### src/hw/rtl/pfr_front.sv
`default_nettype none
// Front: registers incoming addresses into a two-entry queue, exposes the head
module pfr_front #(
    parameter int unsigned PAGE_WIDTH = 20,
    parameter int unsigned PAGE_SHIFT = 12
) (
    input  wire logic                  clk,
    input  wire logic                  rst_n,
    input  wire logic                  in_valid,
    output logic                       in_ready,
    input  wire logic [31:0]           in_addr,
    output logic                       head_valid,
    output logic [PAGE_WIDTH-1:0]      head_page,
    input  wire logic                  head_pop
);
    logic [PAGE_WIDTH-1:0] q_reg [2];
    logic [1:0] cnt_reg;
    logic rd_reg, wr_reg;
    logic push;

    assign in_ready   = (cnt_reg != 2'd2);
    assign push       = in_valid && in_ready;
    assign head_valid = (cnt_reg != 2'd0);
    assign head_page  = q_reg[rd_reg];

    // page extraction and queue write
    always_ff @(posedge clk)
    begin
        if (push)
        begin
            q_reg[wr_reg] <= in_addr[PAGE_SHIFT +: PAGE_WIDTH];
        end
    end

    // pointers and fill count
    always_ff @(posedge clk or negedge rst_n)
    begin
        if (!rst_n)
        begin
            cnt_reg <= 2'd0;
            rd_reg  <= 1'b0;
            wr_reg  <= 1'b0;
        end
        else
        begin
            if (push)
            begin
                wr_reg <= ~wr_reg;
            end
            if (head_pop)
            begin
                rd_reg <= ~rd_reg;
            end
            cnt_reg <= cnt_reg + {1'b0, push} - {1'b0, head_pop};
        end
    end
endmodule
`default_nettype wire

### config.mk
export PLATFORM = sky130hd
export DESIGN_NAME = pfr_front
export DESIGN_NICKNAME = d
export VERILOG_FILES = /design/src/hw/rtl/pfr_front.sv
export SDC_FILE = /design/constraint.sdc
export NUM_CORES = 1
export LEC_CHECK = 0
export ABC_AREA = 1
export ABC_CLOCK_PERIOD_IN_PS = 1990
export BUFFER_PORTS_ARGS = -buffer_cell sky130_fd_sc_hd__buf_4
export CAP_MARGIN = 10
export CORE_ASPECT_RATIO = 1.1
export CORE_UTILIZATION = 35
export CTS_CLUSTER_SIZE = 30
export DETAILED_ROUTE_END_ITERATION = 8
export PLACE_DENSITY = 0.62
export SYNTH_ARGS = -nofsm -noshare
export SYNTH_HDL_FRONTEND = slang
export SYNTH_SLANG_ARGS = --single-unit
### constraint.sdc
create_clock -name clk -period 1.99 [get_ports clk]
set_input_delay 0.398 -clock clk [delete_from_list [all_inputs] [get_ports clk]]
set_output_delay 0.398 -clock clk [all_outputs]
set_load 0.1 [all_outputs]
==> results_dict.tcl <==
set metrics [dict create \
    fin_crit_sh_pct 94.6 \
    viasPerCell 4.41 \
    wl_per_cell_um 13.1 \
    ios 58 \
    highest_layer "met3" \
    yosysSeqAreaShare_pct 75.3 \
    status "complete, no violations" \
    cp-end-kind "primary output" \
    syn_nets 126 \
    track_usage_pct 10.9 \
    required_ns 1.59 \
    syn_inst 89 \
    max_freq_ghz 0.531 \
    final_util_pct 48.0 \
    synth.top_cell.area_share_pct 69.5 \
    antenna_found_initial 0 \
    die_w_um 69.0 \
    grt_max_degree 21 \
    synth_cell_type_count 14 \
    finalSetupViolations 0 \
    met2_length_um 1410 \
    grt_pass1_wl_um 4310 \
    period_needed_ns 1.88 \
    core-area_um2 4680 \
    synth_top_flop_cell "edfxtp_1" \
    area_growth_pct 30.1 \
    worst_slew_pin_slew_ns 0.287 \
    post-route-drc-count 0 \
    ys_warn_count 0 \
    clkTransAtPathRegs_ns 0.08 \
    dr.pass1.iters 3 \
    yosys.area.top_type "edfxtp_1" \
    path_cells "buf_4, mux2_2, buf_4" \
    dieArea_um2 5230 \
    grt-ovfl-total 0 \
    routed_wl_um 2650 \
    met3WireLength_um 181 \
    hpwl_um 1940 \
    hp-class "primary input to flip-flop" \
    cts_setup_buffers 0 \
    grt_pass1_vias 951 \
    hold_violations 0 \
    skew_ns 0.00319 \
    hold_slack_ns 0.294 \
    port_buffers 45 \
    critPathSlowestCell "mux2_2" \
    relSlewSlack_pct 81.0 \
    fin_ws_ns 0.108 \
    num_rows 26 \
    cts_root_buffer "clkbuf_8" \
    wl_met1_um 1060 \
    slowest_delay_ns 0.36 \
    start_kind "flip-flop" \
    insertedDiodeCount 0 \
    layout-drive-gt1-share_pct 54.8 \
    rsz0062_at_grt "false" \
    start_util_pct 36.9 \
    fp.dieH_um 75.7 \
    htreeDepth 2 \
    ys_ff_latch 44 \
    synth.top_cells.by_area "edfxtp_1 (69%), mux2_4 (16%), dfrtp_1 (5.8%), nand2_1 (2.0%), buf_6 (1.3%)" \
    synthArstFlopShare_pct 9.09 \
    globalplace.congestion 0.679 \
    ctsResizeCount 0 \
    dpl_worst_slack_ns 0.392 \
    synth_edf_count 40 \
    cts_buffers 5 \
    worst_path_most_repeated_cell "buf_4" \
    slew_violations 0 \
    detail-route-antenna-nets 0 \
    tritoncts "done" \
    path_class "flip-flop to primary output" \
    drv_cap 0 \
    largest_register_ffs 40 \
    avgSynthCellArea_um2 19.4 \
    cts_sinks 44 \
    final_nets 182 \
    drt_iter0_markers 86 \
    clkLatencyLatePin_ns 0.28 \
    vias 890 \
    cp_max_fo 13 \
    synthesis.area_um2 1730 \
    cp.arrival_ns 1.48 \
    clock_path_buffers 2 \
]
-- critical path: cells and delay by family (launching register included) --
| family | cells | cell delay [ns] |
|---|---|---|
| buf+inv | 2 | 0.49 |
| flops | 1 | 0.35 |
| mux | 1 | 0.36 |
-- cell type report --
type,count,area (um2)
Fill cell,435,2430
Sequential cell,44,1300
Multi-Input combinational cell,38,392
Timing Repair Buffer,51,385
Tap cell,56,70.1
Clock buffer,5,68.8
Inverter,5,18.8
Clock inverter,3,13.8
-- cell usage after synthesis (2+ instances only) --
cell type / instances
buf_6: 2
dfrtp_1: 4
edfxtp_1: 40
inv_1: 5
mux2_4: 19
nand2_1: 9
nor2_1: 3
-- placed cells by master (no fill, tap or decap) --
cell	n
inv_1	5
clkinv_2	2
nor2_1	1
a21oi_1	1
mux2_2	1
nand2_2	1
ha_1	1
nand3_1	1
mux2_4	19
nand2_1	9
dfrtp_1	4
clkinv_1	1
dlygate4sd3_1	1
edfxtp_1	40
nor2_2	2
buf_4	50
xor2_1	1
nand3b_1	1
clkbuf_8	5
-- what timing repair did --
action / 4_1_cts / 5_1_grt
endpoints found under the setup margin: 0 / 0
hold buffers: 1 / 0
hold endpoints to repair: 4 / 0
-- path summary, 6_finish.rpt --
path / startpoint / endpoint / slack (ns) / cells after the start
max: rd_reg / head_page[19] / 0.11 / 3
min: in_addr[25] / q_reg[0][13] / 0.29 / 1
max reg2reg: cnt_reg[1] / cnt_reg[1] / 0.52 / 11
min reg2reg: cnt_reg[0] / cnt_reg[0] / 0.52 / 1
max in group asynchronous: rst_n / rd_reg / 1.44 / 2
min in group asynchronous: rst_n / wr_reg / 0.45 / 2
-- stage by stage --
step,instance area (um2),TNS [ns],cells
final,2250,0,202
after global routing,2250,0,202
after CTS,2250,0,202
after detailed placement,2160,0,193
after global placement,2160,0,193
after floorplan,1730,-0.707,89
-- routing by layer --
layer,track usage (%),vias up
met5,0,-
met4,2.72,0
met3,4.76,0
met2,20.0,35
met1,11.9,417
li1,-,438
-- cell families (layout without fill, tap and decap cells) --
family | after synthesis | after routing | share of synthesized area [%]
DFF | 44 | 44 | 75.3
muxes | 20 | 20 | 17.1
and+or+nand+nor | 15 | 15 | 3.69
buffers and inverters | 7 | 64 | 2.39
adders and majority gates | 1 | 1 | 0.723
AOI/OAI and AO/OA | 1 | 1 | 0.289
xor gates and xnor gates | 1 | 1 | 0.507
Power is not shown: default switching activity piles up to over one toggle a cycle in this logic, so the estimate is an artifact.
